### src/sv/command_rate_regulator_defines.svh
// Assertion helpers used by the regulator controller (crr_ctrl).
`ifndef COMMAND_RATE_REGULATOR_DEFINES_SVH
`define COMMAND_RATE_REGULATOR_DEFINES_SVH

// Check a condition at every clock edge outside reset.
`define CRR_ASSERT_ALWAYS(label, clk, rst_n, expr) \
    label: assert property (@(posedge clk) disable iff (!rst_n) (expr)) \
        else $error("invariant violated");

// Check that a condition holds in the cycle after a trigger.
`define CRR_ASSERT_NEXT(label, clk, rst_n, ante, cons) \
    label: assert property (@(posedge clk) disable iff (!rst_n) (ante) |=> (cons)) \
        else $error("sequence check violated");

`endif

### src/sv/crr_pkg.sv
package crr_pkg;

    localparam int unsigned CFG_IDX_W  = 2;
    localparam int unsigned CFG_DATA_W = 32;

    localparam logic [CFG_IDX_W-1:0] CFG_MIN_PERIOD  = 2'd0;
    localparam logic [CFG_IDX_W-1:0] CFG_LEADER_MODE = 2'd1;

    localparam logic [31:0] MIN_PERIOD_RST  = 32'd1000;
    localparam logic        LEADER_MODE_RST = 1'b1;

    localparam logic FUNC_TICK = 1'b0;
    localparam logic FUNC_MSG  = 1'b1;

    localparam logic STATUS_DELIVERED = 1'b0;
    localparam logic STATUS_DROPPED   = 1'b1;

    typedef struct packed {
        logic        func;
        logic [7:0]  message_id;
        logic [7:0]  command_kind;
        logic [31:0] command_arg;
    } t_crr_in;

    typedef struct packed {
        logic        status;
        logic [7:0]  out_id;
        logic [7:0]  out_kind;
        logic [31:0] out_arg;
        logic        from_queue;
    } t_crr_out;

    typedef struct packed {
        logic [7:0]  id;
        logic [7:0]  kind;
        logic [31:0] arg;
    } t_crr_entry;

    // Per-word decision handed from the controller to the datapath.
    typedef struct packed {
        logic emit;
        logic status;
        logic from_queue;
        logic rd_en;
        logic wr_en;
    } t_crr_ctl;

endpackage

### src/sv/crr_store.sv
module crr_store #(
    parameter int unsigned DEPTH  = 8,
    parameter int unsigned ADDR_W = 3
) (
    input  logic                i_clk,
    input  logic                i_we,
    input  logic [ADDR_W-1:0]   i_waddr,
    input  crr_pkg::t_crr_entry i_wdata,
    input  logic                i_re,
    input  logic [ADDR_W-1:0]   i_raddr,
    output crr_pkg::t_crr_entry o_rdata
);
    import crr_pkg::*;

    t_crr_entry r_mem [DEPTH];
    t_crr_entry r_rdata;

    always_ff @(posedge i_clk) begin
        if (i_we) begin
            r_mem[i_waddr] <= i_wdata;
        end
    end

    // Registered read; hold the last word until the next read.
    always_ff @(posedge i_clk) begin
        if (i_re) begin
            r_rdata <= r_mem[i_raddr];
        end
    end

    assign o_rdata = r_rdata;

endmodule

### src/sv/crr_ctrl.sv
`include "command_rate_regulator_defines.svh"

module crr_ctrl #(
    parameter int unsigned DEPTH  = 8,
    parameter int unsigned ADDR_W = 3,
    parameter int unsigned CNT_W  = 4
) (
    input  logic                           i_clk,
    input  logic                           i_rst_n,
    input  logic                           i_cfg_we,
    input  logic [crr_pkg::CFG_IDX_W-1:0]  i_cfg_idx,
    input  logic [crr_pkg::CFG_DATA_W-1:0] i_cfg_data,
    input  logic                           i_accept,
    input  logic                           i_func,
    output crr_pkg::t_crr_ctl              o_ctl,
    output logic [ADDR_W-1:0]              o_rd_addr,
    output logic [ADDR_W-1:0]              o_wr_addr
);
    import crr_pkg::*;

    logic [31:0]       r_min_period;
    logic              r_leader_mode;
    logic [31:0]       r_time;
    logic [31:0]       r_last;
    logic [31:0]       r_head;
    logic [ADDR_W-1:0] r_wslot;
    logic [ADDR_W-1:0] r_rslot;
    logic [CNT_W-1:0]  r_count;

    logic [31:0]       n_time;
    logic [31:0]       n_last;
    logic [31:0]       n_head;
    logic [ADDR_W-1:0] n_wslot;
    logic [ADDR_W-1:0] n_rslot;
    logic [CNT_W-1:0]  n_count;

    logic [31:0] time_inc;
    logic [31:0] target;
    logic [31:0] tick_diff;
    logic [31:0] msg_diff;
    logic        deq;
    logic        direct;
    logic        full;
    t_crr_ctl    ctl;

    function automatic logic [ADDR_W-1:0] next_slot(input logic [ADDR_W-1:0] s);
        next_slot = (s == ADDR_W'(DEPTH - 1)) ? '0 : s + 1'b1;
    endfunction

    always_ff @(posedge i_clk) begin
        if (!i_rst_n) begin
            r_min_period  <= MIN_PERIOD_RST;
            r_leader_mode <= LEADER_MODE_RST;
        end else if (i_cfg_we) begin
            case (i_cfg_idx)
                CFG_MIN_PERIOD:  r_min_period  <= i_cfg_data;
                CFG_LEADER_MODE: r_leader_mode <= i_cfg_data[0];
                default: ;
            endcase
        end
    end

    // Reached means the wrapped difference is below half the time range.
    assign time_inc  = r_time + 32'd1;
    assign target    = r_last + r_min_period;
    assign tick_diff = time_inc - r_head;
    assign msg_diff  = r_time - target;
    assign deq       = (r_count != '0) && !tick_diff[31];
    assign direct    = !msg_diff[31];
    assign full      = (r_count == CNT_W'(DEPTH));

    always_comb begin
        n_time  = r_time;
        n_last  = r_last;
        n_head  = r_head;
        n_wslot = r_wslot;
        n_rslot = r_rslot;
        n_count = r_count;
        ctl     = '0;
        if (i_accept) begin
            if (i_func == FUNC_TICK) begin
                n_time = time_inc;
                if (deq) begin
                    ctl.emit       = 1'b1;
                    ctl.status     = STATUS_DELIVERED;
                    ctl.from_queue = 1'b1;
                    ctl.rd_en      = 1'b1;
                    n_rslot        = next_slot(r_rslot);
                    n_count        = r_count - 1'b1;
                    if (r_count != CNT_W'(1)) begin
                        n_head = r_head + r_min_period;
                    end
                end
            end else if (!r_leader_mode) begin
                if (direct) begin
                    ctl.emit   = 1'b1;
                    ctl.status = STATUS_DELIVERED;
                    n_last     = r_time;
                end else if (full) begin
                    ctl.emit   = 1'b1;
                    ctl.status = STATUS_DROPPED;
                end else begin
                    ctl.wr_en = 1'b1;
                    n_wslot   = next_slot(r_wslot);
                    n_last    = target;
                    n_count   = r_count + 1'b1;
                    if (r_count == '0) begin
                        n_head = target;
                    end
                end
            end
        end
    end

    always_ff @(posedge i_clk) begin
        if (!i_rst_n) begin
            r_time  <= '0;
            r_last  <= '0;
            r_head  <= '0;
            r_wslot <= '0;
            r_rslot <= '0;
            r_count <= '0;
        end else begin
            r_time  <= n_time;
            r_last  <= n_last;
            r_head  <= n_head;
            r_wslot <= n_wslot;
            r_rslot <= n_rslot;
            r_count <= n_count;
        end
    end

    assign o_ctl     = ctl;
    assign o_rd_addr = r_rslot;
    assign o_wr_addr = r_wslot;

    `CRR_ASSERT_ALWAYS(a_count_bound, i_clk, i_rst_n, r_count <= CNT_W'(DEPTH))
    `CRR_ASSERT_ALWAYS(a_one_port_op, i_clk, i_rst_n, !(ctl.rd_en && ctl.wr_en))
    `CRR_ASSERT_NEXT(a_deq_count, i_clk, i_rst_n, ctl.rd_en, r_count + 1'b1 == $past(r_count))
    `CRR_ASSERT_NEXT(a_enq_count, i_clk, i_rst_n, ctl.wr_en, r_count == $past(r_count) + 1'b1)

endmodule

### src/sv/command_rate_regulator.sv
// Results pass the decision stage and output register. Throughput: one word per cycle
// unless back-pressure drops o_in_ready; each word does one read-modify-write of the
// time/queue registers and at most one access to the single-port-per-direction store.
// Reset: synchronous, active low; clears time, queue pointers, count and pipeline valids,
// and loads min_period = 1000, leader_mode = 1. Store contents stay undefined (no sweep).
module command_rate_regulator #(
    parameter int unsigned QUEUE_DEPTH = 8
) (
    input  logic                           i_clk,
    input  logic                           i_rst_n,
    input  logic                           i_cfg_we,
    input  logic [crr_pkg::CFG_IDX_W-1:0]  i_cfg_idx,
    input  logic [crr_pkg::CFG_DATA_W-1:0] i_cfg_data,
    input  logic                           i_in_valid,
    output logic                           o_in_ready,
    input  crr_pkg::t_crr_in               i_in_data,
    output logic                           o_out_valid,
    input  logic                           i_out_ready,
    output crr_pkg::t_crr_out              o_out_data
);
    import crr_pkg::*;

    localparam int unsigned ADDR_W = (QUEUE_DEPTH > 1) ? $clog2(QUEUE_DEPTH) : 1;
    localparam int unsigned CNT_W  = $clog2(QUEUE_DEPTH + 1);

    logic              accept;
    t_crr_ctl          ctl;
    logic [ADDR_W-1:0] rd_addr;
    logic [ADDR_W-1:0] wr_addr;
    t_crr_entry        wdata;
    t_crr_entry        rdata;

    // Decision stage: holds the verdict while the store read completes.
    logic       r_p_valid;
    logic       r_p_status;
    logic       r_p_from_queue;
    t_crr_entry r_p_entry;

    // Output word register.
    logic     r_o_valid;
    t_crr_out r_o_data;

    logic     p_move;
    t_crr_out n_o_data;

    // Advance the decision stage whenever the output register is free or draining.
    assign p_move     = r_p_valid && (!r_o_valid || i_out_ready);
    assign o_in_ready = !r_p_valid || p_move;
    assign accept     = i_in_valid && o_in_ready;

    assign wdata.id   = i_in_data.message_id;
    assign wdata.kind = i_in_data.command_kind;
    assign wdata.arg  = i_in_data.command_arg;

    crr_ctrl #(
        .DEPTH  (QUEUE_DEPTH),
        .ADDR_W (ADDR_W),
        .CNT_W  (CNT_W)
    ) u_ctrl (
        .i_clk      (i_clk),
        .i_rst_n    (i_rst_n),
        .i_cfg_we   (i_cfg_we),
        .i_cfg_idx  (i_cfg_idx),
        .i_cfg_data (i_cfg_data),
        .i_accept   (accept),
        .i_func     (i_in_data.func),
        .o_ctl      (ctl),
        .o_rd_addr  (rd_addr),
        .o_wr_addr  (wr_addr)
    );

    // An entry is always written at least one word before it is read, so the
    // registered read never races its own write.
    crr_store #(
        .DEPTH  (QUEUE_DEPTH),
        .ADDR_W (ADDR_W)
    ) u_store (
        .i_clk   (i_clk),
        .i_we    (ctl.wr_en),
        .i_waddr (wr_addr),
        .i_wdata (wdata),
        .i_re    (ctl.rd_en),
        .i_raddr (rd_addr),
        .o_rdata (rdata)
    );

    always_ff @(posedge i_clk) begin
        if (!i_rst_n) begin
            r_p_valid <= 1'b0;
        end else if (accept) begin
            r_p_valid <= ctl.emit;
        end else if (p_move) begin
            r_p_valid <= 1'b0;
        end
    end

    // Hold the direct-path fields alongside the verdict.
    always_ff @(posedge i_clk) begin
        if (accept) begin
            r_p_status     <= ctl.status;
            r_p_from_queue <= ctl.from_queue;
            r_p_entry      <= wdata;
        end
    end

    // Pick queue data from the store read or the held direct word.
    always_comb begin
        if (r_p_from_queue) begin
            n_o_data.status     = STATUS_DELIVERED;
            n_o_data.out_id     = rdata.id;
            n_o_data.out_kind   = rdata.kind;
            n_o_data.out_arg    = rdata.arg;
            n_o_data.from_queue = 1'b1;
        end else begin
            n_o_data.status     = r_p_status;
            n_o_data.out_id     = r_p_entry.id;
            n_o_data.out_kind   = r_p_entry.kind;
            n_o_data.out_arg    = r_p_entry.arg;
            n_o_data.from_queue = 1'b0;
        end
    end

    always_ff @(posedge i_clk) begin
        if (!i_rst_n) begin
            r_o_valid <= 1'b0;
        end else if (p_move) begin
            r_o_valid <= 1'b1;
        end else if (i_out_ready) begin
            r_o_valid <= 1'b0;
        end
    end

    always_ff @(posedge i_clk) begin
        if (p_move) begin
            r_o_data <= n_o_data;
        end
    end

    assign o_out_valid = r_o_valid;
    assign o_out_data  = r_o_data;

endmodule
### config.mk
export PLATFORM = sky130hd
export DESIGN_NAME = command_rate_regulator
export DESIGN_NICKNAME = d
export VERILOG_FILES = /design/src/sv/crr_pkg.sv /design/src/sv/crr_store.sv /design/src/sv/crr_ctrl.sv /design/src/sv/command_rate_regulator.sv
export VERILOG_INCLUDE_DIRS = /design/src /design/src/sv
export SDC_FILE = /design/constraint.sdc
export NUM_CORES = 1
export LEC_CHECK = 0
export BUFFER_PORTS_ARGS = -buffer_cell sky130_fd_sc_hd__buf_2
export CORE_ASPECT_RATIO = 0.5
export CORE_MARGIN = 3
export CORE_UTILIZATION = 45
export DETAILED_ROUTE_END_ITERATION = 7
export GPL_TIMING_DRIVEN = 0
export PLACE_DENSITY = 0.66
export SLEW_MARGIN = 40
export SYNTH_ARGS = -nofsm -noshare
export SYNTH_HDL_FRONTEND = slang
export SYNTH_SLANG_ARGS = --single-unit
### constraint.sdc
create_clock -name i_clk -period 13.45 [get_ports i_clk]
set_input_delay 0.6725 -clock i_clk [delete_from_list [all_inputs] [get_ports i_clk]]
set_output_delay 0.6725 -clock i_clk [all_outputs]
set_load 0.01 [all_outputs]
==> results.toml <==
[placed_design]
port_buffers = 137
place_ws_ps = 5359
detailed_place_hpwl_um = 57260
gp_congestion = 0.9172
total_instance_count_after_detailed_placement = 3360

[drt]
viasPerCell = 5.709
detail_route.wirelength_um = 79610
detailedRoute.firstPassIterationCount = 8
antenna_left = 0
dr_total_vias = 19820
drt-wirelength-per-cell_um = 22.93
first_iter_violations = 1952
post-route-drc-count = 0

[hold_path]
hold_path_depth = 3
hold_path.class = "input pin to flip-flop"

[yosys]
synth_area_sq_um = 30910
yosys.area.top_type = "edfxtp_1"
yosys-top-cells-area = "edfxtp_1, dfxtp_1, mux4_2"
synth-edff-count = 532
yosys_register_bits = 673
post_synth_inst_count = 2251
count_of_unique_library_cells_instantiated_by_yosys = 85
synth_top_cell_area_share_pct = 51.69
yosysWarnings = 0
synth_top_flop_cell = "edfxtp_1"
synth.yosys.seq_area_share_pct = 60.82
synth-async-reset-ratio_pct = 0
synth.avg_cell_area_sq_um = 13.73
synth_nets = 2471

[sta]
finalSetupTns_ps = 0
worstMarginPinSlew_ps = 888.6
finalWorstSetupSlack_ps = 5273
slew_viol_final = 0
rsz_0062_raised_after_global_routing = "false"
timing.final.setup_violations = 0
clock-skew-final_ps = 24.17
fmax_mhz = 122.3
period_needed_ps = 8177
final_hold_viol_count = 0
finalCritPeriodShare_pct = 60.80
slew_headroom_pct = 40.76

[die]
floorplan.initialDensity_pct = 45.80
ioPinCount = 140
row_count = 67
dieArea_sq_um = 72060
dieHeight_um = 191.3
core_area_sq_um = 67480
chipWidth_um = 376.6

[clock_network]
cts-buffers-inserted = 59
clkSlewWorstSetupHoldPaths_ps = 70
cts_tree = "done"
cts.path.max_buffers = 3
numClockSinks = 673
hold_buffers = 0
clk_root_buffer_cell = "clkbuf_16"
cts_post_setup_buffers_inserted = 0
clkLatencyLatePin_ps = 650
clock_tree.htree_level_count = 2
post_cts_resized = 0

[global_routing]
globalRoute.totalOverflow = 0
via_count_of_the_first_global_routing_pass = 19230
initial_antenna_violation_count = 2
pin_count_of_the_biggest_net_entering_global_routing = 30
globalRouteTotalUtil_pct = 21.99
grt_pass1_wl_um = 120100

[pwr]
clock_power_share_pct = 42.5
power_switching_mw = 1.010
powerDensity_nw_per_um2 = 125.2
logic_gate_share_of_total_power_pct = 6.5
sw_frac_of_total_pct = 22.54
internal_power_mw = 3.472
seq_power_share_pct = 51.0
power.leakage_nw = 12.93
total_power_mw = 4.483
power.ir.vdd_worst_v = 0.0001190

[finish]
layout_commonest_cell = "edfxtp_1"
nFillCells = 5496
post_route_cells_drive_above_1_share_pct = 23.22
final_nets = 2745
synth_to_layout_area_growth_pct = 15.81
layout.cells.non_filler = 3472
num_antenna_cells = 0
layout_common_cells = "edfxtp_1, nand2_1, buf_2"

[worst_setup_path]
path_delay_family = "compound AO/OA/AOI/OAI gates"
r2r_cells = 28
critical_path_class = "flip-flop to flip-flop"
worstPathBufferInverterCount = 7
worstSetupPathDepth = 28
critical_path.max_stage_delay_ps = 660
path_common_cell = "buf_4"
worst_setup_path_end_kind = "flip-flop"
worst-endpoint-required_ps = 13790
worstPathArrival_ps = 8520
cp_max_fo = 10
slowest_stage = "nor3_1"
start_kind = "flip-flop"

[status]
status = "finished clean"

[flow_run]
max_cap_violation_count = 0
cell usage after synthesis (all sizes together), types with 44 or more instances:
cell type    n
a21oi      157
nand2      194
ha         130
edfxtp     532
inv         58
xnor2       56
xor2        56
o21ai       62
mux4        96
clkbuf      71
nand3       44
mux2        97
a211oi      46
nor2       146
dfxtp      141
state kept, by name (all words and copies together), names as in the netlist:
register,flops
o_out_valid,1
r_p_status,1
u_ctrl.r_count,4
u_ctrl.r_head,32
u_ctrl.r_last,32
r_p_entry,48
o_out_data,50
u_store.r_mem,384
u_ctrl.o_rd_addr,3
r_p_valid,1
u_ctrl.r_min_period,32
u_ctrl.o_wr_addr,3
u_ctrl.r_leader_mode,1
r_p_from_queue,1
u_ctrl.r_time,32
u_store.o_rdata,48
metrics by stage:
step | hold WS, ps | util (%) | area, sq um
floorplan | 452.3 | - | 30910
global placement | 478.7 | 48.48 | 32720
detailed placement | 482.4 | 49.76 | 33580
CTS | 208.7 | 53.01 | 35780
global route | 238.8 | 53.04 | 35790
finish | 239.2 | 53.04 | 35790
power by group through the flow:
| stage | clock network, mW | logic, mW | registers [mW] |
|---|---|---|---|
| 2_1_floorplan | 0 | 0.182 | 2.33 |
| 3_3_place_gp | 0 | 0.277 | 2.33 |
| 3_5_place_dp | 0 | 0.289 | 2.33 |
| 4_1_cts | 1.93 | 0.291 | 2.29 |
| 5_1_grt | 2.02 | 0.319 | 2.29 |
| 6_report | 1.90 | 0.292 | 2.29 |
cell type report:
class	instances	area, sq um	area share [%]
Multi-Input combinational cell	1411	11490	32.11
Sequential cell	673	18800	52.52
Buffer	109	498.0	1.391
Timing Repair Buffer	213	1463	4.086
Tap cell	897	1122	3.135
Clock buffer	65	1509	4.216
Inverter	58	222.7	0.6222
Clock inverter	46	686.9	1.919
kinds of logic (layout without fill, tap and decap cells):
| kind of cell | count (synthesis) | after routing | share of synthesized area (%) |
|---|---|---|---|
| flops | 673 | 673 | 60.82 |
| simple gates | 516 | 516 | 7.501 |
| compound gates | 426 | 426 | 9.303 |
| mux | 225 | 225 | 11.57 |
| buf+inv | 167 | 491 | 2.247 |
| fa+ha+maj | 132 | 132 | 5.392 |
| xor+xnor | 112 | 112 | 3.174 |
final timing paths:
| check | start | end | slack, ps |
|---|---|---|---|
| setup / recovery | u_ctrl.r_min_period[0] | u_store.r_mem[4][31] | 5270 |
| hold / removal | i_cfg_data[9] | u_ctrl.r_min_period[9] | 240 |
| setup reg to reg | u_ctrl.r_min_period[0] | u_store.r_mem[4][31] | 5270 |
| hold reg to reg | u_ctrl.r_min_period[28] | u_ctrl.r_min_period[28] | 490 |
layer usage:
metal / track usage (%) / vias to the layer above / share of wire (%)
met5: 0 / - / 0.014
met4: 4.075 / 2 / 1.4
met3: 2.983 / 80 / 6.1
met2: 36.10 / 592 / 47
met1: 31.67 / 9994 / 45
li1: - / 9154 / -
tightest hold or removal path, cell delays in order:
cell and delay (ps):
buf_2 70, nand2_1 40, nand3_1 60
Note: power is estimated with default switching activity, not from simulation.
